### src/hdl/assert_macros.svh
// Assertion macros shared by the RTL of the date arithmetic block.
// Depends on nothing; the assertions compile away when SYNTHESIS is defined.
`ifndef ASSERT_MACROS_SVH
`define ASSERT_MACROS_SVH
`ifndef SYNTHESIS
`define ASSERT_IMPLIES(lbl, clk, rst_n, ante, cons) \
	lbl: assert property (@(posedge clk) disable iff (!(rst_n)) (ante) |-> (cons)) \
		else $error("assertion failed");
`define ASSERT_NEXT(lbl, clk, rst_n, ante, cons) \
	lbl: assert property (@(posedge clk) disable iff (!(rst_n)) (ante) |=> (cons)) \
		else $error("assertion failed");
`else
`define ASSERT_IMPLIES(lbl, clk, rst_n, ante, cons)
`define ASSERT_NEXT(lbl, clk, rst_n, ante, cons)
`endif
`endif

### src/hdl/gda_pkg.sv
// Package of the Gregorian date arithmetic block: widths, control word types,
// calendar helper functions and the microprogram. Depends on nothing.
package gda_pkg;

	localparam int MAX_SPAN  = 65535;
	localparam int CNT_W     = $clog2(MAX_SPAN + 1);
	localparam int CNT_EXT_W = 23;
	localparam int YEAR_W    = 16;
	localparam int MON_W     = 4;
	localparam int DAY_W     = 5;
	localparam int AMT_W     = 16;
	localparam int FUNC_W    = 3;
	localparam int CNTO_W    = 16;
	localparam int ACC_W     = 17;
	localparam int K_W       = 13;
	localparam int PC_W      = 5;

	localparam logic [ACC_W-1:0]  DIV12_MAGIC  = 17'd87382;
	localparam int                DIV12_SHIFT  = 20;
	localparam logic [YEAR_W-1:0] INV25        = 16'd23593;
	localparam logic [YEAR_W-1:0] DIV25_LIMIT  = 16'd2621;
	localparam logic [MON_W-1:0]  MONTHS       = 4'd12;
	localparam logic [CNTO_W-1:0] CNT_OUT_MAX  = 16'hFFFF;

	typedef logic [PC_W-1:0] upc_t;

	typedef enum logic [FUNC_W-1:0] {
		F_LOAD       = 3'd0,
		F_ADD_DAYS   = 3'd1,
		F_ADD_MONTHS = 3'd2,
		F_ADD_YEARS  = 3'd3,
		F_DAYS_SINCE = 3'd4
	} func_t;

	typedef enum logic [3:0] {
		C_NONE,
		C_ALWAYS,
		C_IN_VALID,
		C_OUT_FREE,
		C_NOT_GT_LEN,
		C_LE12,
		C_WM_LT12,
		C_EQ,
		C_CNT_MAX
	} cond_t;

	typedef enum logic [2:0] {
		WY_HOLD, WY_STORED, WY_ARG, WY_ROLL, WY_ADD_K, WY_ADD_AMT
	} wy_sel_t;

	typedef enum logic [2:0] {
		WM_HOLD, WM_STORED, WM_ARG, WM_ADV, WM_ACC
	} wm_sel_t;

	typedef enum logic [2:0] {
		ACC_HOLD, ACC_DAY_AMT, ACC_MON_AMT, ACC_ARG_DAY,
		ACC_SUB_LEN, ACC_DEC, ACC_MOD12, ACC_INC
	} acc_sel_t;

	typedef enum logic [2:0] {
		ST_HOLD, ST_ARG, ST_WORK, ST_CLAMP, ST_YEAR
	} st_sel_t;

	typedef enum logic {
		CNT_HOLD, CNT_INC
	} cnt_op_t;

	typedef struct packed {
		logic     accept;
		logic     dispatch;
		logic     stay;
		cond_t    cond;
		upc_t     target;
		wy_sel_t  wy_sel;
		wm_sel_t  wm_sel;
		acc_sel_t acc_sel;
		st_sel_t  st_sel;
		cnt_op_t  cnt_op;
		logic     k_ld;
		logic     leap_ld;
		logic     ovf_en;
		logic     ovf_set;
		logic     out_ld;
	} ctl_t;

	localparam upc_t A_IDLE     = 5'd0;
	localparam upc_t A_LOAD     = 5'd1;
	localparam upc_t A_AD       = 5'd2;
	localparam upc_t A_AD_LEAP  = 5'd3;
	localparam upc_t A_AD_TEST  = 5'd4;
	localparam upc_t A_AD_ROLL  = 5'd5;
	localparam upc_t A_AD_YEAR  = 5'd6;
	localparam upc_t A_AD_WB    = 5'd7;
	localparam upc_t A_AM       = 5'd8;
	localparam upc_t A_AM_TEST  = 5'd9;
	localparam upc_t A_AM_DEC   = 5'd10;
	localparam upc_t A_AM_DIV   = 5'd11;
	localparam upc_t A_AM_MOD   = 5'd12;
	localparam upc_t A_AM_MON   = 5'd13;
	localparam upc_t A_AM_LEAP  = 5'd14;
	localparam upc_t A_AM_WB    = 5'd15;
	localparam upc_t A_AY       = 5'd16;
	localparam upc_t A_AY_ADD   = 5'd17;
	localparam upc_t A_AY_WB    = 5'd18;
	localparam upc_t A_DS       = 5'd19;
	localparam upc_t A_DS_LEAP  = 5'd20;
	localparam upc_t A_DS_EQ    = 5'd21;
	localparam upc_t A_DS_LIM_T = 5'd22;
	localparam upc_t A_DS_INC   = 5'd23;
	localparam upc_t A_DS_TEST  = 5'd24;
	localparam upc_t A_DS_ROLL  = 5'd25;
	localparam upc_t A_DS_YEAR  = 5'd26;
	localparam upc_t A_DS_LIMIT = 5'd27;
	localparam upc_t A_FIN      = 5'd28;
	localparam upc_t A_FIN_LEAP = 5'd29;
	localparam upc_t A_DONE     = 5'd30;

	localparam ctl_t CTL_NOP = '{
		accept:   1'b0,
		dispatch: 1'b0,
		stay:     1'b0,
		cond:     C_NONE,
		target:   A_IDLE,
		wy_sel:   WY_HOLD,
		wm_sel:   WM_HOLD,
		acc_sel:  ACC_HOLD,
		st_sel:   ST_HOLD,
		cnt_op:   CNT_HOLD,
		k_ld:     1'b0,
		leap_ld:  1'b0,
		ovf_en:   1'b0,
		ovf_set:  1'b0,
		out_ld:   1'b0
	};

	// Divisibility by 25 uses the modular inverse: y * inv(25) mod 2^16 is small
	// exactly when y is a multiple of 25.
	function automatic logic is_leap(input logic [YEAR_W-1:0] y);
		logic [2*YEAR_W-1:0] prod;
		logic                div25;
		prod  = y * INV25;
		div25 = (prod[YEAR_W-1:0] <= DIV25_LIMIT);
		return (y[1:0] == 2'b00) && (!div25 || (y[3:0] == 4'b0000));
	endfunction

	function automatic logic [DAY_W-1:0] month_len(input logic [MON_W-1:0] m,
			input logic lp);
		logic [DAY_W-1:0] len;
		if (m inside {4'd1, 4'd3, 4'd5, 4'd7, 4'd8, 4'd10, 4'd12}) begin
			len = 5'd31;
		end else if (m inside {4'd4, 4'd6, 4'd9, 4'd11}) begin
			len = 5'd30;
		end else if (m == 4'd2) begin
			len = lp ? 5'd29 : 5'd28;
		end else begin
			len = '0;
		end
		return len;
	endfunction

	function automatic upc_t entry(input logic [FUNC_W-1:0] f);
		upc_t a;
		case (func_t'(f))
			F_LOAD:       a = A_LOAD;
			F_ADD_DAYS:   a = A_AD;
			F_ADD_MONTHS: a = A_AM;
			F_ADD_YEARS:  a = A_AY;
			F_DAYS_SINCE: a = A_DS;
			default:      a = A_FIN;
		endcase
		return a;
	endfunction

	function automatic ctl_t ucode(input upc_t pc);
		ctl_t c;
		c = CTL_NOP;
		case (pc)
			A_IDLE: begin
				c.accept = 1'b1; c.dispatch = 1'b1; c.stay = 1'b1; c.cond = C_IN_VALID;
			end
			A_LOAD: begin
				c.st_sel = ST_ARG; c.cond = C_ALWAYS; c.target = A_FIN;
			end
			A_AD: begin
				c.wy_sel = WY_STORED; c.wm_sel = WM_STORED; c.acc_sel = ACC_DAY_AMT;
			end
			A_AD_LEAP: begin
				c.leap_ld = 1'b1;
			end
			A_AD_TEST: begin
				c.cond = C_NOT_GT_LEN; c.target = A_AD_WB;
			end
			A_AD_ROLL: begin
				c.acc_sel = ACC_SUB_LEN; c.wm_sel = WM_ADV; c.wy_sel = WY_ROLL;
				c.ovf_en = 1'b1; c.cond = C_WM_LT12; c.target = A_AD_TEST;
			end
			A_AD_YEAR: begin
				c.leap_ld = 1'b1; c.cond = C_ALWAYS; c.target = A_AD_TEST;
			end
			A_AD_WB: begin
				c.st_sel = ST_WORK; c.cond = C_ALWAYS; c.target = A_FIN;
			end
			A_AM: begin
				c.wy_sel = WY_STORED; c.acc_sel = ACC_MON_AMT;
			end
			A_AM_TEST: begin
				c.cond = C_LE12; c.target = A_AM_MON;
			end
			A_AM_DEC: begin
				c.acc_sel = ACC_DEC;
			end
			A_AM_DIV: begin
				c.k_ld = 1'b1;
			end
			A_AM_MOD: begin
				c.acc_sel = ACC_MOD12; c.wy_sel = WY_ADD_K; c.ovf_en = 1'b1;
			end
			A_AM_MON: begin
				c.wm_sel = WM_ACC;
			end
			A_AM_LEAP: begin
				c.leap_ld = 1'b1;
			end
			A_AM_WB: begin
				c.st_sel = ST_CLAMP; c.cond = C_ALWAYS; c.target = A_FIN;
			end
			A_AY: begin
				c.wy_sel = WY_STORED;
			end
			A_AY_ADD: begin
				c.wy_sel = WY_ADD_AMT; c.ovf_en = 1'b1;
			end
			A_AY_WB: begin
				c.st_sel = ST_YEAR; c.cond = C_ALWAYS; c.target = A_FIN;
			end
			A_DS: begin
				c.wy_sel = WY_ARG; c.wm_sel = WM_ARG; c.acc_sel = ACC_ARG_DAY;
			end
			A_DS_LEAP: begin
				c.leap_ld = 1'b1;
			end
			A_DS_EQ: begin
				c.cond = C_EQ; c.target = A_FIN;
			end
			A_DS_LIM_T: begin
				c.cond = C_CNT_MAX; c.target = A_DS_LIMIT;
			end
			A_DS_INC: begin
				c.acc_sel = ACC_INC; c.cnt_op = CNT_INC;
			end
			A_DS_TEST: begin
				c.cond = C_NOT_GT_LEN; c.target = A_DS_EQ;
			end
			A_DS_ROLL: begin
				c.acc_sel = ACC_SUB_LEN; c.wm_sel = WM_ADV; c.wy_sel = WY_ROLL;
				c.cond = C_WM_LT12; c.target = A_DS_TEST;
			end
			A_DS_YEAR: begin
				c.leap_ld = 1'b1; c.cond = C_ALWAYS; c.target = A_DS_TEST;
			end
			A_DS_LIMIT: begin
				c.ovf_set = 1'b1; c.cond = C_ALWAYS; c.target = A_FIN;
			end
			A_FIN: begin
				c.wy_sel = WY_STORED; c.wm_sel = WM_STORED;
			end
			A_FIN_LEAP: begin
				c.leap_ld = 1'b1;
			end
			A_DONE: begin
				c.out_ld = 1'b1; c.stay = 1'b1; c.cond = C_OUT_FREE; c.target = A_IDLE;
			end
			default: begin
				c.cond = C_ALWAYS; c.target = A_IDLE;
			end
		endcase
		return c;
	endfunction

endpackage

### src/hdl/gregorian_date_arithmetic.sv
// Top level of the Gregorian date arithmetic block: a microcoded sequencer
// over a small date datapath. Depends on gda_pkg and assert_macros.svh.
//
//   channel  direction  handshake            payload
//   in       input      in_valid/in_ready    func, amount, arg_year, arg_month, arg_day
//   out      output     out_valid/out_ready  cur_year .. overflow
//
// Each item runs a short microprogram. Adding days rolls the month once per
// month crossed and reloads the leap flag once per year crossed; counting
// days steps forward one day at a time, rolling months as it goes, and is
// bounded by MAX_SPAN days.
// Reset restores the date 0-01-01. A result waiting on out_ready holds the
// sequencer in its last step; no new item is taken meanwhile.
`include "assert_macros.svh"

module gregorian_date_arithmetic (
	input  logic                           clk,
	input  logic                           arst_n,
	input  logic                           in_valid,
	output logic                           in_ready,
	input  logic [gda_pkg::FUNC_W-1:0]     func,
	input  logic [gda_pkg::AMT_W-1:0]      amount,
	input  logic [gda_pkg::YEAR_W-1:0]     arg_year,
	input  logic [gda_pkg::MON_W-1:0]      arg_month,
	input  logic [gda_pkg::DAY_W-1:0]      arg_day,
	output logic                           out_valid,
	input  logic                           out_ready,
	output logic [gda_pkg::YEAR_W-1:0]     cur_year,
	output logic [gda_pkg::MON_W-1:0]      cur_month,
	output logic [gda_pkg::DAY_W-1:0]      cur_day,
	output logic                           date_ok,
	output logic                           leap,
	output logic [gda_pkg::CNTO_W-1:0]     day_count,
	output logic                           overflow
);

	gda_pkg::upc_t                   pc_q, pc_d;
	gda_pkg::ctl_t                   cw;
	logic                            out_valid_q;
	logic [gda_pkg::YEAR_W-1:0]      year_q;
	logic [gda_pkg::MON_W-1:0]       month_q;
	logic [gda_pkg::DAY_W-1:0]       day_q;
	logic [gda_pkg::AMT_W-1:0]       amt_q;
	logic [gda_pkg::YEAR_W-1:0]      ay_q;
	logic [gda_pkg::MON_W-1:0]       am_q;
	logic [gda_pkg::DAY_W-1:0]       ad_q;
	logic [gda_pkg::YEAR_W-1:0]      wy_q, wy_d, wy_addend;
	logic [gda_pkg::YEAR_W:0]        wy_sum;
	logic [gda_pkg::MON_W-1:0]       wm_q, wm_d;
	logic [gda_pkg::ACC_W-1:0]       acc_q, acc_d, twelve_k;
	logic [2*gda_pkg::ACC_W-1:0]     div_prod;
	logic [gda_pkg::K_W-1:0]         k_q;
	logic                            leap_q;
	logic [gda_pkg::CNT_W-1:0]       cnt_q;
	logic                            ovf_q;
	logic [gda_pkg::DAY_W-1:0]       mlen;
	logic                            gt_len;
	logic                            cond_true;
	logic                            accept;
	logic                            out_busy;
	logic                            out_load;
	logic                            ok_d;
	logic [gda_pkg::CNT_EXT_W-1:0]   cnt_ext;
	logic                            cnt_sat;
	logic [gda_pkg::YEAR_W-1:0]      cur_year_q;
	logic [gda_pkg::MON_W-1:0]       cur_month_q;
	logic [gda_pkg::DAY_W-1:0]       cur_day_q;
	logic                            date_ok_q;
	logic                            leap_out_q;
	logic [gda_pkg::CNTO_W-1:0]      day_count_q;
	logic                            overflow_q;

	assign cw       = gda_pkg::ucode(pc_q);
	assign in_ready = cw.accept;
	assign accept   = in_valid && cw.accept;
	assign out_busy = out_valid_q && !out_ready;
	assign out_load = cw.out_ld && !out_busy;

	assign mlen   = gda_pkg::month_len(wm_q, leap_q);
	assign gt_len = acc_q > gda_pkg::ACC_W'(mlen);

	always_comb begin
		case (cw.cond)
			gda_pkg::C_ALWAYS:     cond_true = 1'b1;
			gda_pkg::C_IN_VALID:   cond_true = in_valid;
			gda_pkg::C_OUT_FREE:   cond_true = !out_busy;
			gda_pkg::C_NOT_GT_LEN: cond_true = !gt_len;
			gda_pkg::C_LE12:       cond_true = acc_q <= gda_pkg::ACC_W'(gda_pkg::MONTHS);
			gda_pkg::C_WM_LT12:    cond_true = wm_q < gda_pkg::MONTHS;
			gda_pkg::C_EQ:         cond_true = (wy_q == year_q) && (wm_q == month_q) &&
				(acc_q == gda_pkg::ACC_W'(day_q));
			gda_pkg::C_CNT_MAX:    cond_true = cnt_q >= gda_pkg::CNT_W'(gda_pkg::MAX_SPAN);
			default:               cond_true = 1'b0;
		endcase
	end

	always_comb begin
		if (cond_true) begin
			pc_d = cw.dispatch ? gda_pkg::entry(func) : cw.target;
		end else if (cw.stay) begin
			pc_d = pc_q;
		end else begin
			pc_d = pc_q + gda_pkg::PC_W'(1);
		end
	end

	always_comb begin
		case (cw.wy_sel)
			gda_pkg::WY_ROLL:    wy_addend = (wm_q >= gda_pkg::MONTHS) ?
				gda_pkg::YEAR_W'(1) : '0;
			gda_pkg::WY_ADD_K:   wy_addend = gda_pkg::YEAR_W'(k_q);
			gda_pkg::WY_ADD_AMT: wy_addend = amt_q;
			default:             wy_addend = '0;
		endcase
		wy_sum = {1'b0, wy_q} + {1'b0, wy_addend};
		case (cw.wy_sel)
			gda_pkg::WY_STORED: wy_d = year_q;
			gda_pkg::WY_ARG:    wy_d = ay_q;
			gda_pkg::WY_ROLL,
			gda_pkg::WY_ADD_K,
			gda_pkg::WY_ADD_AMT: wy_d = wy_sum[gda_pkg::YEAR_W-1:0];
			default:            wy_d = wy_q;
		endcase
	end

	always_comb begin
		case (cw.wm_sel)
			gda_pkg::WM_STORED: wm_d = month_q;
			gda_pkg::WM_ARG:    wm_d = am_q;
			gda_pkg::WM_ADV:    wm_d = (wm_q >= gda_pkg::MONTHS) ?
				gda_pkg::MON_W'(1) : wm_q + gda_pkg::MON_W'(1);
			gda_pkg::WM_ACC:    wm_d = acc_q[gda_pkg::MON_W-1:0];
			default:            wm_d = wm_q;
		endcase
	end

	always_comb begin
		twelve_k = gda_pkg::ACC_W'({k_q, 3'b000}) + gda_pkg::ACC_W'({k_q, 2'b00});
		case (cw.acc_sel)
			gda_pkg::ACC_DAY_AMT: acc_d = gda_pkg::ACC_W'(day_q) + gda_pkg::ACC_W'(amt_q);
			gda_pkg::ACC_MON_AMT: acc_d = gda_pkg::ACC_W'(month_q) + gda_pkg::ACC_W'(amt_q);
			gda_pkg::ACC_ARG_DAY: acc_d = gda_pkg::ACC_W'(ad_q);
			gda_pkg::ACC_SUB_LEN: acc_d = acc_q - gda_pkg::ACC_W'(mlen);
			gda_pkg::ACC_DEC:     acc_d = acc_q - gda_pkg::ACC_W'(1);
			gda_pkg::ACC_MOD12:   acc_d = acc_q - twelve_k + gda_pkg::ACC_W'(1);
			gda_pkg::ACC_INC:     acc_d = acc_q + gda_pkg::ACC_W'(1);
			default:              acc_d = acc_q;
		endcase
	end

	assign div_prod = acc_q * gda_pkg::DIV12_MAGIC;

	always_comb begin
		ok_d = (month_q >= gda_pkg::MON_W'(1)) && (month_q <= gda_pkg::MONTHS) &&
			(day_q != '0) && (day_q <= mlen);
		cnt_ext = gda_pkg::CNT_EXT_W'(cnt_q);
		cnt_sat = cnt_ext > gda_pkg::CNT_EXT_W'(gda_pkg::CNT_OUT_MAX);
	end

	always_ff @(posedge clk or negedge arst_n) begin
		if (!arst_n) begin
			pc_q        <= gda_pkg::A_IDLE;
			out_valid_q <= 1'b0;
			year_q      <= '0;
			month_q     <= gda_pkg::MON_W'(1);
			day_q       <= gda_pkg::DAY_W'(1);
			cnt_q       <= '0;
		end else begin
			pc_q <= pc_d;
			if (out_load) begin
				out_valid_q <= 1'b1;
			end else if (out_ready) begin
				out_valid_q <= 1'b0;
			end
			case (cw.st_sel)
				gda_pkg::ST_ARG: begin
					year_q  <= ay_q;
					month_q <= am_q;
					day_q   <= ad_q;
				end
				gda_pkg::ST_WORK: begin
					year_q  <= wy_q;
					month_q <= wm_q;
					day_q   <= acc_q[gda_pkg::DAY_W-1:0];
				end
				gda_pkg::ST_CLAMP: begin
					year_q  <= wy_q;
					month_q <= wm_q;
					day_q   <= (day_q > mlen) ? mlen : day_q;
				end
				gda_pkg::ST_YEAR: begin
					year_q <= wy_q;
				end
				default: begin
				end
			endcase
			if (accept) begin
				cnt_q <= '0;
			end else if (cw.cnt_op == gda_pkg::CNT_INC) begin
				cnt_q <= cnt_q + gda_pkg::CNT_W'(1);
			end
		end
	end

	always_ff @(posedge clk) begin
		if (accept) begin
			amt_q <= amount;
			ay_q  <= arg_year;
			am_q  <= arg_month;
			ad_q  <= arg_day;
			ovf_q <= 1'b0;
		end else if (cw.ovf_set || (cw.ovf_en && wy_sum[gda_pkg::YEAR_W])) begin
			ovf_q <= 1'b1;
		end
		wy_q  <= wy_d;
		wm_q  <= wm_d;
		acc_q <= acc_d;
		if (cw.k_ld) begin
			k_q <= div_prod[gda_pkg::DIV12_SHIFT +: gda_pkg::K_W];
		end
		if (cw.leap_ld) begin
			leap_q <= gda_pkg::is_leap(wy_q);
		end
		if (out_load) begin
			cur_year_q  <= year_q;
			cur_month_q <= month_q;
			cur_day_q   <= day_q;
			date_ok_q   <= ok_d;
			leap_out_q  <= leap_q;
			day_count_q <= cnt_sat ? gda_pkg::CNT_OUT_MAX : cnt_ext[gda_pkg::CNTO_W-1:0];
			overflow_q  <= ovf_q || cnt_sat;
		end
	end

	assign out_valid = out_valid_q;
	assign cur_year  = cur_year_q;
	assign cur_month = cur_month_q;
	assign cur_day   = cur_day_q;
	assign date_ok   = date_ok_q;
	assign leap      = leap_out_q;
	assign day_count = day_count_q;
	assign overflow  = overflow_q;

	`ASSERT_NEXT(a_busy_after_accept, clk, arst_n, in_valid && in_ready, !in_ready)
	`ASSERT_IMPLIES(a_count_bound, clk, arst_n, 1'b1, cnt_q <= gda_pkg::CNT_W'(gda_pkg::MAX_SPAN))
	`ASSERT_IMPLIES(a_result_from_stored, clk, arst_n, out_load, (wy_q == year_q) && (wm_q == month_q))
	`ASSERT_NEXT(a_result_shown, clk, arst_n, out_load, out_valid)

endmodule

### config.mk
export PLATFORM = sky130hd
export DESIGN_NAME = gregorian_date_arithmetic
export DESIGN_NICKNAME = d
export VERILOG_FILES = /design/src/hdl/gda_pkg.sv /design/src/hdl/gregorian_date_arithmetic.sv
export VERILOG_INCLUDE_DIRS = /design/src /design/src/hdl
export SDC_FILE = /design/constraint.sdc
export NUM_CORES = 1
export LEC_CHECK = 0
export BUFFER_PORTS_ARGS = -buffer_cell sky130_fd_sc_hd__clkbuf_2
export CORE_ASPECT_RATIO = 1.2
export CORE_MARGIN = 2
export CORE_UTILIZATION = 45
export DETAILED_ROUTE_END_ITERATION = 7
export GPL_ROUTABILITY_DRIVEN = 0
export SYNTH_ARGS = -nofsm -noshare
export SYNTH_HDL_FRONTEND = slang
export SYNTH_SLANG_ARGS = --single-unit
### constraint.sdc
create_clock -name clk -period 5.6 [get_ports clk]
set_input_delay 1.12 -clock clk [delete_from_list [all_inputs] [get_ports clk]]
set_output_delay 1.12 -clock clk [all_outputs]
set_load 0.02 [all_outputs]
==> results.tsv <==
metric	value	unit
status	finished clean	
wl_per_cell	19.0	um
period_share	0.987	
critPathMaxFanout	5	
grt_pass1_vias	14100	
drive_gt1_frac	0.134	
drtIter0Drc	943	
syn-num-nets	2277	
drv_slew	0	
timing.critical_path.buf_inv	4	
crit_path_end_kind	flop	
fin_crit	5520	ps
grt_usage	0.236	
dieArea	0.0419	mm2
synth_area_leaders	edfxtp_1 (23%), ha_1 (19%), fa_1 (13%)	
start_util	0.456	
placedInstanceArea	0.0197	mm2
crit_arrival	5730	ps
grt_pass1_wl	76.3	mm
path_clk_slew	90	ps
syn_to_final_growth	13.3	%
cts_sinks	184	
multi_input_area	0.0119	mm2
ys_ff_latch	184	
synthFlopType	edfxtp_1	
clockBufferDepth	2	
synth_top_area_cell	edfxtp_1	
grt-ovfl-total	0	
portBuffers	93	
num_antenna_cells	0	
stdcell_area	0.0205	mm2
hold_ws	439	ps
worstPathRequired	5810	ps
async_flop_share	0.255	
synth-edff-count	136	
avgSynthCellArea	9.91	um2
rsz0062_at_grt	true	
drt_first_pass_iters	6	
r2r_slack	80	ps
die_w	187	um
drc	0	
path_common_cell	fa_1	
crit_family	adder cells	
htreeDepth	4	
wl	48.0	mm
avgViaCountPerCell	5.49	
setup_viol	0	
synthCells	1830	
layout.area.seq	0.00528	mm2
yosys.area.top_type_share	0.225	
max_freq	181	MHz
clk_latency	480	ps
pin_count	94	
num_rows	80	
coreArea	0.0397	mm2
post-route-util	0.517	
cts-root-buf	clkbuf_16	
netlist_area	0.0181	mm2
hold_buffers	0	
path_cells	ha_4, fa_1, inv_1, fa_1, inv_2, fa_1, fa_1, inv_2, fa_1, inv_2, ha_4, a21oi_1, nand2_1, a211o_1, a31oi_1, a21oi_2, a31oi_4, o21a_4, o21bai_1, xor2_1	
cp-start-kind	flop	
die_h	224	um
fin_skew	21.6	ps
grt_max_degree	59	
cts_buffers	17	
fill_cells	3602	
worst_path_largest_cell_delay	550	ps
seq_area_frac_synth	0.291	
yosysUniqueCellTypes	74	
slew_headroom	0.149	
vias	13900	
layout_common_cells	inv_1 (280), ha_1 (267), edfxtp_1 (136)	
ant_nets	0	
final_common_cell	inv_1	
hold_path_class	reg2reg	
dpl.hpwl	39.0	mm
worst_slew_pin_slew	1270	ps
yosysWarnings	0	
maxCapViolCount	0	
cts_tree	yes	
crit_path_top_delay_cell	fa_1	
final_hold_viol_count	0	
crit_type	reg2reg	
grt_antenna_before_repair	0	
nNetsFinal	2431	
[final timing paths]
check / startpoint / end / depth (start not counted)
setup / recovery: acc_q[2] / k_q[11] / 20
hold / removal: ovf_q / overflow / 0
setup reg to reg: acc_q[2] / k_q[11] / 20
hold reg to reg: ovf_q / overflow / 0
max in group asynchronous: arst_n / pc_q[1] / 2
min in group asynchronous: arst_n / year_q[11] / 2
[flip-flops by register name, summed over array words and instances (netlist names), 4 cells and up]
signal and flops:
ad_q 5, month_q 4, pc_q 5, k_q 13, cur_year 16, am_q 4, wy_q 16, year_q 16
cur_day 5, ay_q 16, wm_q 4, day_q 5, day_count 16, cnt_q 16, acc_q 17, cur_month 4
amt_q 16
[layer usage]
metal	routed length (um)	global-route usage
met1	20200	0.295
met2	23500	0.407
met5	0	0
met4	2140	0.111
met3	2260	0.0274
[cell families after synthesis]
family / synth area share
xor+xnor: 0.0686
buf+inv: 0.0678
mux: 0.0117
compound gates: 0.131
fa+ha+maj: 0.325
simple gates: 0.105
flops: 0.291
[cell type report]
class | instances | share of cell area
clock inverters | 15 | 0.00786
clock buffers | 17 | 0.0207
inverters | 284 | 0.0519
flip-flops and latches | 184 | 0.257
well taps | 533 | 0.0325
multi-input cells | 1324 | 0.578
repair buffers | 173 | 0.0523
[per-stage QoR]
step	setup TNS, ps	setup WS (ps)	cells
5_1_grt	-780	-151	2530
2_1_floorplan	0	6.65	1830
3_5_place_dp	-737	-162	2491
6_report	0	75.4	2530
4_1_cts	0	1.15	2528
3_3_place_gp	-202	-59.1	2491
[repair_timing]
action                                  in CTS  in global routing
pin swaps                                   20                 22
cloned                                       0                  0
endpoints found under the setup margin       7                  8
gates resized for setup                     12                 21
setup buffers                                5                  2
[synth_stat cells (13+ instances only)]
library cell,number
a21o_1,18
xnor2_1,79
clkbuf_1,22
ha_1,279
a22oi_1,36
and3_1,14
nor3_1,29
nand2_1,126
nand2b_1,15
a21oi_1,76
xor2_1,63
o22ai_1,14
fa_1,120
o21ai_0,89
a31oi_1,14
o21a_1,16
nand4_1,13
edfxtp_1,136
dfrtp_1,45
nor4_1,13
nor2_1,105
nand3_1,30
nor2b_1,20
inv_1,283
Power is left out: the tool's default activity adds up to more than one toggle a clock period on the data nets, which glitch-free logic cannot reach.
